[config.mk]
export PLATFORM = sky130hd
export DESIGN_NAME = scripted_test_audio_generator_unit
export DESIGN_NICKNAME = d
export VERILOG_FILES = /design/src/sv/stagu_pkg.sv /design/src/sv/stagu_ctrl.sv /design/src/sv/stagu_dp.sv /design/src/sv/scripted_test_audio_generator_unit.sv
export SDC_FILE = /design/constraint.sdc
export NUM_CORES = 2
export LEC_CHECK = 0
export ABC_AREA = 1
export BUFFER_PORTS_ARGS = -buffer_cell sky130_fd_sc_hd__buf_4
export CELL_PAD_IN_SITES_DETAIL_PLACEMENT = 0
export CELL_PAD_IN_SITES_GLOBAL_PLACEMENT = 1
export CORE_ASPECT_RATIO = 0.75
export CORE_MARGIN = 8
export CORE_UTILIZATION = 49
export CTS_CLUSTER_SIZE = 10
export DETAILED_ROUTE_END_ITERATION = 7
export PLACE_DENSITY = 0.92
export RECOVER_POWER = 50
export SLEW_MARGIN = 20
export SYNTH_ARGS = -nofsm -noshare
export SYNTH_HDL_FRONTEND = slang
export SYNTH_HIERARCHICAL = 1
export SYNTH_SLANG_ARGS = --single-unit
[constraint.sdc]
create_clock -name clk -period 10.3 [get_ports clk]
set_clock_uncertainty 0.2 [all_clocks]
set_input_delay 2.06 -clock clk [delete_from_list [all_inputs] [get_ports clk]]
set_output_delay 2.06 -clock clk [all_outputs]
set_load 0.005 [all_outputs]
[src/sv/stagu_pkg.sv]
`default_nettype none
// ----------------------------------------------------------------------------
// stagu_pkg
// Shared types, constants, sine table and sequencer codes for the scripted
// test-audio generator.
// ----------------------------------------------------------------------------
package stagu_pkg;

    localparam int SINE_BITS     = 10;
    localparam int SINE_ENTRIES  = 1 << SINE_BITS;
    localparam int SINE_QTR      = SINE_ENTRIES / 4;
    localparam int QTR_BITS      = SINE_BITS - 2;
    localparam int FRAME_SAMPLES = 320;
    localparam int SIF_W         = 10;
    localparam int SCRIPT_FRAMES = 250;
    localparam int SCRIPT_W      = 8;
    localparam int SWEEP_LEN     = 8000;
    localparam int SWEEP_W       = 13;
    localparam int STEP_W        = 4;
    localparam int LAST_STEP     = 14;
    localparam int REM_W         = 22;

    localparam logic [31:0] LCG_A = 32'd1664525;
    localparam logic [31:0] LCG_C = 32'd1013904223;
    localparam longint      Q30_L = 64'sd1073741824;

    typedef enum logic [2:0] {
        CASE_SILENCE = 3'd0,
        CASE_NOISE   = 3'd1,
        CASE_SPEECH  = 3'd2,
        CASE_WAKE    = 3'd3,
        CASE_POST    = 3'd4
    } case_t;

    localparam logic [2:0] MODE_SCRIPT = 3'd5;

    typedef struct packed {
        logic [2:0] mode;
        logic       restart;
    } req_t;

    typedef struct packed {
        logic signed [15:0] sample;
        logic [2:0]         case_used;
        logic               frame_end;
    } rsp_t;

    typedef enum logic [3:0] {
        MUL_NONE, MUL_NOISE, MUL_ENVPH, MUL_GAIN, MUL_ENVG,
        MUL_PH1, MUL_PH2, MUL_PH3, MUL_AMP1, MUL_AMP2, MUL_AMP3, MUL_ETONE
    } mul_sel_t;

    typedef enum logic [2:0] {
        WB_NONE, WB_NOISE, WB_OSC, WB_NTERM, WB_ENV, WB_TONE_LD, WB_TONE_ADD, WB_TOTAL
    } wb_sel_t;

    typedef struct packed {
        logic     start;
        logic     restart;
        logic     finish;
        mul_sel_t mul_sel;
        wb_sel_t  wb_sel;
    } ctrl_cmd_t;

    // frequency words, floor(f * 2^32 / 16000), f in tenths of Hz
    localparam logic [31:0] W_ENV_SP = 32'((64'd50    << 32) / 64'd160000);
    localparam logic [31:0] W_SP1    = 32'((64'd1200  << 32) / 64'd160000);
    localparam logic [31:0] W_SP2    = 32'((64'd7000  << 32) / 64'd160000);
    localparam logic [31:0] W_SP3    = 32'((64'd12200 << 32) / 64'd160000);
    localparam logic [31:0] W_ENV_WK = 32'((64'd30    << 32) / 64'd160000);
    localparam logic [31:0] W_ENV_PS = 32'((64'd65    << 32) / 64'd160000);
    localparam logic [31:0] W_PS1    = 32'((64'd1650  << 32) / 64'd160000);
    localparam logic [31:0] W_PS2    = 32'((64'd8200  << 32) / 64'd160000);
    localparam logic [31:0] W_PS3    = 32'((64'd16000 << 32) / 64'd160000);

    // sweep tones: word = floor((base + step * s) * 2^32 / den)
    localparam logic [31:0] SWP_W0 [3] = '{
        32'((64'd30000  << 32) / 64'd3200000),
        32'((64'd14400  << 32) / 64'd256000),
        32'((64'd192000 << 32) / 64'd1280000)};
    localparam logic [REM_W-1:0] SWP_R0 [3] = '{
        REM_W'((64'd30000  << 32) % 64'd3200000),
        REM_W'((64'd14400  << 32) % 64'd256000),
        REM_W'((64'd192000 << 32) % 64'd1280000)};
    localparam logic [31:0] SWP_WS [3] = '{
        32'((64'd1 << 32) / 64'd3200000),
        32'((64'd3 << 32) / 64'd256000),
        32'((64'd9 << 32) / 64'd1280000)};
    localparam logic [REM_W-1:0] SWP_RS [3] = '{
        REM_W'((64'd1 << 32) % 64'd3200000),
        REM_W'((64'd3 << 32) % 64'd256000),
        REM_W'((64'd9 << 32) % 64'd1280000)};
    localparam logic [REM_W:0] SWP_DEN [3] = '{
        (REM_W+1)'(3200000), (REM_W+1)'(256000), (REM_W+1)'(1280000)};

    typedef logic signed [15:0] sine_qtr_t [SINE_QTR];

    function automatic logic signed [15:0] sine_mag(int unsigned k);
        longint unsigned v;
        longint          x;
        longint          x2;
        longint          term;
        longint          sum;
        longint          val;
        v    = longint'(k) << (32 - SINE_BITS);
        x    = longint'((v * 64'd1686629713) >> 30);
        x2   = (x * x) / Q30_L;
        term = x;
        sum  = x;
        term = -((term * x2) / Q30_L) / 64'sd6;   sum = sum + term;
        term = -((term * x2) / Q30_L) / 64'sd20;  sum = sum + term;
        term = -((term * x2) / Q30_L) / 64'sd42;  sum = sum + term;
        term = -((term * x2) / Q30_L) / 64'sd72;  sum = sum + term;
        term = -((term * x2) / Q30_L) / 64'sd110; sum = sum + term;
        term = -((term * x2) / Q30_L) / 64'sd156; sum = sum + term;
        val  = (sum * 64'sd32767 + (Q30_L / 2)) / Q30_L;
        if (val < 0)
        begin
            val = 0;
        end
        if (val > 32767)
        begin
            val = 32767;
        end
        return val[15:0];
    endfunction

    function automatic sine_qtr_t build_sine_qtr();
        sine_qtr_t t;
        for (int k = 0; k < SINE_QTR; k++)
        begin
            t[k] = sine_mag(k);
        end
        return t;
    endfunction

    localparam sine_qtr_t          SINE_TAB  = build_sine_qtr();
    localparam logic signed [15:0] SINE_PEAK = sine_mag(SINE_QTR);

    function automatic logic signed [15:0] sine_lookup(logic [SINE_BITS-1:0] idx);
        logic [QTR_BITS-1:0] off;
        logic [QTR_BITS-1:0] mir;
        logic signed [15:0]  mag;
        off = idx[QTR_BITS-1:0];
        mir = ~off + 1'b1;
        if (!idx[SINE_BITS-2])
        begin
            mag = SINE_TAB[off];
        end
        else if (off == '0)
        begin
            mag = SINE_PEAK;
        end
        else
        begin
            mag = SINE_TAB[mir];
        end
        return idx[SINE_BITS-1] ? -mag : mag;
    endfunction

endpackage
`default_nettype wire

[src/sv/stagu_ctrl.sv]
`default_nettype none
// ----------------------------------------------------------------------------
// stagu_ctrl
// Handshake control and step sequencer for the shared multiplier datapath.
// ----------------------------------------------------------------------------
module stagu_ctrl (
    input  wire logic                clk,
    input  wire logic                rst_n,
    input  wire logic                req_valid,
    output logic                     req_stall,
    input  wire logic                req_restart,
    output logic                     rsp_valid,
    input  wire logic                rsp_stall,
    output stagu_pkg::ctrl_cmd_t     cmd
);
    import stagu_pkg::*;

    typedef enum logic {ST_IDLE, ST_RUN} state_t;

    state_t             state_reg;
    state_t             state_next;
    logic [STEP_W-1:0]  step_reg;
    logic [STEP_W-1:0]  step_next;
    logic               rsp_valid_reg;
    logic               rsp_valid_next;
    logic               accept;

    assign req_stall = (state_reg != ST_IDLE);
    assign accept    = req_valid && !req_stall;
    assign rsp_valid = rsp_valid_reg;

    always_comb
    begin
        cmd         = '0;
        cmd.mul_sel = MUL_NONE;
        cmd.wb_sel  = WB_NONE;
        cmd.start   = accept && !req_restart;
        cmd.restart = accept && req_restart;
        if (state_reg == ST_RUN)
        begin
            unique case (step_reg)
                4'd0:    begin cmd.mul_sel = MUL_NOISE; end
                4'd1:    begin cmd.mul_sel = MUL_ENVPH; cmd.wb_sel = WB_NOISE;    end
                4'd2:    begin cmd.mul_sel = MUL_GAIN;  cmd.wb_sel = WB_OSC;      end
                4'd3:    begin cmd.mul_sel = MUL_ENVG;  cmd.wb_sel = WB_NTERM;    end
                4'd4:    begin cmd.mul_sel = MUL_PH1;   cmd.wb_sel = WB_ENV;      end
                4'd5:    begin cmd.mul_sel = MUL_PH2;   cmd.wb_sel = WB_OSC;      end
                4'd6:    begin cmd.mul_sel = MUL_AMP1;  cmd.wb_sel = WB_OSC;      end
                4'd7:    begin cmd.mul_sel = MUL_AMP2;  cmd.wb_sel = WB_TONE_LD;  end
                4'd8:    begin cmd.mul_sel = MUL_PH3;   cmd.wb_sel = WB_TONE_ADD; end
                4'd9:    begin cmd.wb_sel  = WB_OSC;    end
                4'd10:   begin cmd.mul_sel = MUL_AMP3;  end
                4'd11:   begin cmd.wb_sel  = WB_TONE_ADD; end
                4'd12:   begin cmd.mul_sel = MUL_ETONE; end
                4'd13:   begin cmd.wb_sel  = WB_TOTAL;  end
                4'd14:   begin cmd.finish  = !rsp_valid_reg || !rsp_stall; end
                default: begin cmd.mul_sel = MUL_NONE;  end
            endcase
        end
    end

    always_comb
    begin
        state_next     = state_reg;
        step_next      = step_reg;
        rsp_valid_next = rsp_valid_reg;
        if (rsp_valid_reg && !rsp_stall)
        begin
            rsp_valid_next = 1'b0;
        end
        unique case (state_reg)
            ST_IDLE:
            begin
                if (cmd.start)
                begin
                    state_next = ST_RUN;
                    step_next  = '0;
                end
            end
            ST_RUN:
            begin
                if (cmd.finish)
                begin
                    state_next     = ST_IDLE;
                    rsp_valid_next = 1'b1;
                end
                else if (step_reg != STEP_W'(LAST_STEP))
                begin
                    step_next = step_reg + 1'b1;
                end
            end
            default:
            begin
                state_next = ST_IDLE;
            end
        endcase
    end

    always_ff @(posedge clk or negedge rst_n)
    begin
        if (!rst_n)
        begin
            state_reg     <= ST_IDLE;
            step_reg      <= '0;
            rsp_valid_reg <= 1'b0;
        end
        else
        begin
            state_reg     <= state_next;
            step_reg      <= step_next;
            rsp_valid_reg <= rsp_valid_next;
        end
    end

endmodule
`default_nettype wire

[src/sv/stagu_dp.sv]
`default_nettype none
// ----------------------------------------------------------------------------
// stagu_dp
// Generator state, sweep word tracking, shared multiplier, mixing and
// result register.
// ----------------------------------------------------------------------------
module stagu_dp (
    input  wire logic                 clk,
    input  wire logic                 rst_n,
    input  wire stagu_pkg::ctrl_cmd_t cmd,
    input  wire stagu_pkg::req_t      req,
    input  wire logic                 cfg_wr_en,
    input  wire logic [31:0]          cfg_wr_data,
    output stagu_pkg::rsp_t           rsp
);
    import stagu_pkg::*;

    logic [31:0]              seed_reg;
    logic [31:0]              phase_reg;
    logic [31:0]              noise_reg;
    logic [SWEEP_W-1:0]       sweep_reg;
    logic [SIF_W-1:0]         sif_reg;
    logic [SCRIPT_W-1:0]      script_reg;
    logic [31:0]              sw_word_reg [3];
    logic [REM_W-1:0]         sw_rem_reg  [3];
    case_t                    case_reg;
    logic                     mode5_reg;
    logic signed [47:0]       prod_reg;
    logic signed [15:0]       osc_reg;
    logic signed [28:0]       nterm_reg;
    logic signed [16:0]       env_reg;
    logic signed [30:0]       tones_reg;
    logic signed [47:0]       total_reg;
    rsp_t                     rsp_reg;

    case_t                    case_next;
    logic [31:0]              w_env;
    logic [31:0]              w1;
    logic [31:0]              w2;
    logic [31:0]              w3;
    logic [15:0]              amp1;
    logic [15:0]              amp2;
    logic [15:0]              amp3;
    logic [16:0]              env_base;
    logic [15:0]              env_g;
    logic [11:0]              gain;
    logic signed [15:0]       noise_r;
    logic signed [32:0]       mul_a;
    logic signed [32:0]       mul_b;
    logic signed [65:0]       product;
    logic signed [30:0]       eg;
    logic signed [30:0]       eg_b;
    logic signed [47:0]       biased;
    logic signed [17:0]       q;
    logic signed [15:0]       sample_sat;
    logic [SIF_W:0]           sif_inc;
    logic                     fend;
    logic [REM_W:0]           rem_sum [3];

    always_comb
    begin
        if (req.mode == MODE_SCRIPT)
        begin
            priority if (script_reg < SCRIPT_W'(70))   case_next = CASE_SILENCE;
            else if     (script_reg < SCRIPT_W'(105))  case_next = CASE_NOISE;
            else if     (script_reg < SCRIPT_W'(135))  case_next = CASE_SPEECH;
            else if     (script_reg < SCRIPT_W'(165))  case_next = CASE_WAKE;
            else if     (script_reg < SCRIPT_W'(225))  case_next = CASE_POST;
            else                                       case_next = CASE_SILENCE;
        end
        else
        begin
            unique case (req.mode)
                3'd1:    case_next = CASE_NOISE;
                3'd2:    case_next = CASE_SPEECH;
                3'd3:    case_next = CASE_WAKE;
                3'd4:    case_next = CASE_POST;
                default: case_next = CASE_SILENCE;
            endcase
        end
    end

    always_comb
    begin
        w_env    = W_ENV_SP;
        w1       = W_SP1;
        w2       = W_SP2;
        w3       = W_SP3;
        amp1     = 16'd7000;
        amp2     = 16'd3500;
        amp3     = 16'd1800;
        env_base = 17'd18022;
        env_g    = 16'd14746;
        unique case (case_reg)
            CASE_SILENCE: gain = 12'd52;
            CASE_NOISE:   gain = 12'd1966;
            CASE_SPEECH:  gain = 12'd3277;
            CASE_WAKE:
            begin
                gain     = 12'd3932;
                w_env    = W_ENV_WK;
                w1       = sw_word_reg[0];
                w2       = sw_word_reg[1];
                w3       = sw_word_reg[2];
                amp1     = 16'd6500;
                amp2     = 16'd4200;
                amp3     = 16'd2600;
                env_base = 17'd16384;
                env_g    = 16'd16384;
            end
            CASE_POST:
            begin
                gain     = 12'd3277;
                w_env    = W_ENV_PS;
                w1       = W_PS1;
                w2       = W_PS2;
                w3       = W_PS3;
                amp1     = 16'd6000;
                amp2     = 16'd3000;
                amp3     = 16'd1500;
                env_base = 17'd16384;
                env_g    = 16'd16384;
            end
            default:      gain = 12'd52;
        endcase
    end

    assign noise_r = {~noise_reg[31], noise_reg[30:16]};

    always_comb
    begin
        mul_a = '0;
        mul_b = '0;
        unique case (cmd.mul_sel)
            MUL_NOISE: begin mul_a = {1'b0, noise_reg}; mul_b = {1'b0, LCG_A}; end
            MUL_ENVPH: begin mul_a = {1'b0, phase_reg}; mul_b = {1'b0, w_env}; end
            MUL_GAIN:  begin mul_a = {{17{noise_r[15]}}, noise_r}; mul_b = {21'd0, gain}; end
            MUL_ENVG:  begin mul_a = {{17{osc_reg[15]}}, osc_reg}; mul_b = {17'd0, env_g}; end
            MUL_PH1:   begin mul_a = {1'b0, phase_reg}; mul_b = {1'b0, w1}; end
            MUL_PH2:   begin mul_a = {1'b0, phase_reg}; mul_b = {1'b0, w2}; end
            MUL_PH3:   begin mul_a = {1'b0, phase_reg}; mul_b = {1'b0, w3}; end
            MUL_AMP1:  begin mul_a = {{17{osc_reg[15]}}, osc_reg}; mul_b = {17'd0, amp1}; end
            MUL_AMP2:  begin mul_a = {{17{osc_reg[15]}}, osc_reg}; mul_b = {17'd0, amp2}; end
            MUL_AMP3:  begin mul_a = {{17{osc_reg[15]}}, osc_reg}; mul_b = {17'd0, amp3}; end
            MUL_ETONE: begin mul_a = {{16{env_reg[16]}}, env_reg};
                             mul_b = {{2{tones_reg[30]}}, tones_reg}; end
            default:   begin mul_a = '0; mul_b = '0; end
        endcase
    end

    assign product = mul_a * mul_b;

    assign eg   = prod_reg[30:0];
    assign eg_b = eg + (eg[30] ? 31'sd32767 : 31'sd0);

    assign biased = total_reg + (total_reg[47] ? 48'sd1073741823 : 48'sd0);
    assign q      = biased[47:30];

    always_comb
    begin
        priority if (q > 18'sd32767)   sample_sat = 16'sh7FFF;
        else if     (q < -18'sd32768)  sample_sat = 16'sh8000;
        else                           sample_sat = q[15:0];
    end

    assign sif_inc = {1'b0, sif_reg} + 1'b1;
    assign fend    = (sif_inc >= (SIF_W+1)'(FRAME_SAMPLES));

    for (genvar t = 0; t < 3; t++)
    begin : g_rem
        assign rem_sum[t] = {1'b0, sw_rem_reg[t]} + {1'b0, SWP_RS[t]};
    end

    always_ff @(posedge clk)
    begin
        prod_reg <= product[47:0];
        unique case (cmd.wb_sel)
            WB_OSC:      osc_reg   <= sine_lookup(prod_reg[31:32-SINE_BITS]);
            WB_NTERM:    nterm_reg <= prod_reg[28:0];
            WB_ENV:      env_reg   <= $signed(env_base) + {eg_b[30], eg_b[30:15]};
            WB_TONE_LD:  tones_reg <= prod_reg[30:0];
            WB_TONE_ADD: tones_reg <= tones_reg + prod_reg[30:0];
            WB_TOTAL:    total_reg <= ((case_reg == CASE_SILENCE || case_reg == CASE_NOISE)
                                       ? 48'sd0 : prod_reg)
                                      + {{5{nterm_reg[28]}}, nterm_reg, 14'd0};
            default:     ;
        endcase
        if (cmd.start)
        begin
            case_reg  <= case_next;
            mode5_reg <= (req.mode == MODE_SCRIPT);
        end
        if (cmd.finish)
        begin
            rsp_reg.sample    <= sample_sat;
            rsp_reg.case_used <= case_reg;
            rsp_reg.frame_end <= fend;
        end
    end

    always_ff @(posedge clk or negedge rst_n)
    begin
        if (!rst_n)
        begin
            seed_reg   <= '0;
            phase_reg  <= '0;
            noise_reg  <= '0;
            sweep_reg  <= '0;
            sif_reg    <= '0;
            script_reg <= '0;
            for (int t = 0; t < 3; t++)
            begin
                sw_word_reg[t] <= SWP_W0[t];
                sw_rem_reg[t]  <= SWP_R0[t];
            end
        end
        else
        begin
            if (cfg_wr_en)
            begin
                seed_reg <= cfg_wr_data;
            end
            if (cmd.wb_sel == WB_NOISE)
            begin
                noise_reg <= prod_reg[31:0] + LCG_C;
            end
            if (cmd.restart)
            begin
                noise_reg  <= seed_reg;
                phase_reg  <= '0;
                sweep_reg  <= '0;
                sif_reg    <= '0;
                script_reg <= '0;
                for (int t = 0; t < 3; t++)
                begin
                    sw_word_reg[t] <= SWP_W0[t];
                    sw_rem_reg[t]  <= SWP_R0[t];
                end
            end
            else if (cmd.finish)
            begin
                phase_reg <= phase_reg + 1'b1;
                if (fend)
                begin
                    sif_reg <= '0;
                    if (mode5_reg)
                    begin
                        script_reg <= (script_reg == SCRIPT_W'(SCRIPT_FRAMES - 1))
                                      ? '0 : script_reg + 1'b1;
                    end
                end
                else
                begin
                    sif_reg <= sif_inc[SIF_W-1:0];
                end
                if (sweep_reg == SWEEP_W'(SWEEP_LEN - 1))
                begin
                    sweep_reg <= '0;
                    for (int t = 0; t < 3; t++)
                    begin
                        sw_word_reg[t] <= SWP_W0[t];
                        sw_rem_reg[t]  <= SWP_R0[t];
                    end
                end
                else
                begin
                    sweep_reg <= sweep_reg + 1'b1;
                    for (int t = 0; t < 3; t++)
                    begin
                        if (rem_sum[t] >= SWP_DEN[t])
                        begin
                            sw_rem_reg[t]  <= REM_W'(rem_sum[t] - SWP_DEN[t]);
                            sw_word_reg[t] <= sw_word_reg[t] + SWP_WS[t] + 1'b1;
                        end
                        else
                        begin
                            sw_rem_reg[t]  <= rem_sum[t][REM_W-1:0];
                            sw_word_reg[t] <= sw_word_reg[t] + SWP_WS[t];
                        end
                    end
                end
            end
        end
    end

    assign rsp = rsp_reg;

endmodule
`default_nettype wire

[src/sv/scripted_test_audio_generator_unit.sv]
`default_nettype none
// ----------------------------------------------------------------------------
// scripted_test_audio_generator_unit
// Test-audio sample generator: tones, envelope and noise per signal case.
// ----------------------------------------------------------------------------
// Request channel (req_valid/req_stall/req) carries mode and restart; each
// non-restart beat yields one beat on the response channel
// (rsp_valid/rsp_stall/rsp) with sample, case used and frame-end flag.
// A restart beat reloads the noise generator from noise seed (cfg_wr_en,
// cfg_wr_data), clears the counters and yields nothing.
// One shared 33x33 multiplier is stepped through a 15-step sequence of 11
// products per sample, so the block takes a new request only once the last
// one has run through that sequence; a restart beat does not occupy the
// sequencer.
// The response sits in an output register, so the next request is taken
// while a response waits. If a response is still stalled when the next one
// is ready, the sequencer holds on its last step and the request side stalls.
// Reset clears all counters, the noise state and the seed; the sine table
// is constant logic.
// ----------------------------------------------------------------------------
module scripted_test_audio_generator_unit (
    input  wire logic            clk,
    input  wire logic            rst_n,
    input  wire logic            req_valid,
    output logic                 req_stall,
    input  wire stagu_pkg::req_t req,
    output logic                 rsp_valid,
    input  wire logic            rsp_stall,
    output stagu_pkg::rsp_t      rsp,
    input  wire logic            cfg_wr_en,
    input  wire logic [31:0]     cfg_wr_data
);
    import stagu_pkg::*;

    ctrl_cmd_t cmd;

    stagu_ctrl u_ctrl (
        .clk         (clk),
        .rst_n       (rst_n),
        .req_valid   (req_valid),
        .req_stall   (req_stall),
        .req_restart (req.restart),
        .rsp_valid   (rsp_valid),
        .rsp_stall   (rsp_stall),
        .cmd         (cmd)
    );

    stagu_dp u_dp (
        .clk         (clk),
        .rst_n       (rst_n),
        .cmd         (cmd),
        .req         (req),
        .cfg_wr_en   (cfg_wr_en),
        .cfg_wr_data (cfg_wr_data),
        .rsp         (rsp)
    );

endmodule
`default_nettype wire

==> impl_summary.log <==
INFO  metric design.die.area = 0.161 mm^2
INFO  metric syn_inst = 10272
INFO  metric core_region_area = 0.147 mm^2
INFO  metric grt_max_degree = 76
INFO  metric period_share = 97.4%
INFO  metric ctsLongestPathBuffers = 3
INFO  metric outcome = finished with violations
INFO  metric global_route.usage.met1 = 58.1%
INFO  metric synth.avg_cell_area = 7.06 um^2
INFO  metric place_hpwl = 259000 um
INFO  metric worstSkewPairLatency = 720 ps
INFO  metric synth-compound-area-share = 9.44%
INFO  metric cts.reportedPaths.clkPinSlew = 70 ps
INFO  metric fmaxAchievable = 99.6 MHz
INFO  metric avgViaCountPerCell = 5.91
INFO  metric detailed_route_drc_error_count = 0
INFO  metric worst_case_setup_margin_in_the_final_layout = 264 ps
INFO  metric path_max_fanout = 7
INFO  metric synth.yosys.warnings = 6
INFO  metric gr-total-overflow = 0
INFO  metric hold_viol = 0
INFO  metric synth-seq-area-share = 17.3%
INFO  metric dominant_combinational_cell_family_by_area_after_synthesis = adder cells
INFO  metric die_y = 349 um
INFO  metric layout_common_cells = nand2_1, inv_1, nor2_1
INFO  metric period_needed = 10040 ps
INFO  metric synth_cell_types = 81
INFO  metric timing_max_transition_violations_final = 642
INFO  metric largest_register_ffs = 96
INFO  metric grt.busiest_layer = met1
INFO  metric synth_ff_type = dfrtp_1
INFO  metric data_required_time_of_the_critical_path = 10700 ps
INFO  metric count_of_flip_flops_with_a_built_in_enable_after_synthesis = 165
INFO  metric worstPathBufferInverterCount = 17
INFO  metric min_path_type = reg2reg
INFO  metric wl = 322000 um
INFO  metric slew-limit-headroom = -211%
INFO  metric cap_viol_max_count = 16
INFO  metric htree_num_levels = 2
INFO  metric route.antenna.remaining_nets = 0
INFO  metric layout_commonest_cell = nand2_1
INFO  metric share_of_layout_cells_above_drive_strength_1 = 9.68%
INFO  metric critical_path_arrival = 10430 ps
INFO  metric synth.area.mux_share = 0.0622%
INFO  metric async_flop_share = 55.3%
INFO  metric globalRouteTotalUtil = 38.9%
INFO  metric via_count_of_the_first_global_routing_pass = 71359
INFO  metric synth_area = 0.0725 mm^2
INFO  metric layout.filler_cells = 14417
INFO  metric cts_hold_buf = 0
INFO  metric detailedRoute.firstPassIterationCount = 8
INFO  metric worst_path_most_repeated_cell = fa_1
INFO  metric gp_congestion = 1.04
INFO  metric critical_path.endpoint_type = flip-flop
INFO  metric cts-buffers-inserted = 58
INFO  metric initial_antenna_violation_count = 12
INFO  metric initial_utilization = 49.3%
INFO  metric clkSinkCount = 476
INFO  metric pin_count = 63
INFO  metric critPathLaunchType = flip-flop
INFO  metric path_class = reg2reg
INFO  metric synth_fp_nets = 11542
INFO  metric synth-seq-cells = 476
INFO  metric nets = 11893
INFO  metric pre_cts_slack = -482 ps
INFO  metric avgRoutedWirePerCell = 25.5 um
INFO  metric root_buffer = clkbuf_16
INFO  metric dr.first_iter.drc_count = 10360
INFO  metric fin_worst_hold_slack = 272 ps
INFO  metric critPathTopFamily = adder cells
INFO  metric synthXorXnorAreaFrac = 2.63%
INFO  metric multi_input_comb_area = 0.0518 mm^2
INFO  metric synthAdderAreaFrac = 30.1%
INFO  metric seqCellArea = 0.0126 mm^2
INFO  metric cpMaxStageDelayCell = fa_1
INFO  metric total_of_buffers_placed_on_input_and_output_ports = 62
INFO  metric tritoncts = built
INFO  metric die_w = 460 um
INFO  metric timing_worst_slew_pin_value = 4660 ps
INFO  metric finalSetupViolCount = 0
INFO  metric placement_rows = 122
INFO  metric vias = 74862
INFO  metric synth-simple-area-share = 28.3%
INFO  metric timing.critical_path.slowest_cell_delay = 550 ps
INFO  metric grt_first_pass_wirelength = 471000 um
INFO  metric use_met2 = 51.2%
INFO  metric violations = capacitance limit, slew limit
INFO  metric global_route.usage.met3 = 15.9%
INFO  metric synthToLayoutAreaGrowth = 12.8%
[synth_stat cells, types with 152 or more instances]
cell | number | area share, %
dfrtp_1 | 206 | 7.1
ha_1 | 369 | 6.4
a21oi_1 | 376 | 2.6
nor2_1 | 1229 | 6.4
nand4_1 | 176 | 1.5
nand2_1 | 2556 | 13
inv_1 | 1821 | 9.4
clkbuf_1 | 178 | 0.92
o21ai_0 | 433 | 3.0
nand3_1 | 653 | 4.5
fa_1 | 860 | 24
edfxtp_1 | 165 | 6.8
xor2_1 | 152 | 1.8
[metrics by stage]
stage | cells | TNS [ps] | instance area, um^2 | util (%)
finish | 12661 | 0 | 81700 | 55.6
global route | 12657 | -59.8 | 81700 | 55.5
CTS | 12601 | 0 | 80600 | 54.8
detailed placement | 12491 | -2710 | 78600 | 53.4
global placement | 12491 | -4210 | 78600 | 53.4
floorplan | 10272 | 0 | 72500 | -
[path summary, 6_finish.rpt]
check,start,endpoint,slack [ps],cells after the start
max,u_ctrl/step_reg[0],u_dp/prod_reg[46],260,46
min,u_dp/phase_reg[20],u_dp/phase_reg[20],270,1
max reg2reg,u_ctrl/step_reg[0],u_dp/prod_reg[46],260,46
min reg2reg,u_dp/phase_reg[20],u_dp/phase_reg[20],270,1
max in group asynchronous,rst_n,u_dp/phase_reg[12],1600,3
min in group asynchronous,rst_n,u_dp/sif_reg[1],2850,1
[cell type report]
class | count | share of cell area, %
Antenna cell | 5 | 0.0153
Clock buffer | 98 | 2.05
Clock inverter | 11 | 0.225
Inverter | 1879 | 8.73
Multi-Input combinational cell | 7553 | 63.4
Sequential cell | 476 | 15.4
Tap cell | 1984 | 3.04
Timing Repair Buffer | 655 | 7.17
[routing by layer]
metal / vias to the layer above / part of all wire, %
li1: 32913 / -
met1: 36335 / 43
met2: 4957 / 38
met3: 643 / 16
met4: 14 / 3.4
met5: - / 0.15
[repair_timing]
action,CTS,global route
buffers inserted,1,50
setup endpoints to repair,22,26
resized for setup,17,190
pin swaps,3,49
cloned,0,3
[cell families after synthesis]
family,count (synthesis)
flops,476
simple gates,4915
compound gates,1189
fa+ha+maj,1229
mux,4
buf+inv,2243
xor+xnor,216
Power is not shown: default switching activity piles up to over one toggle a cycle in this logic, so the estimate is an artifact.
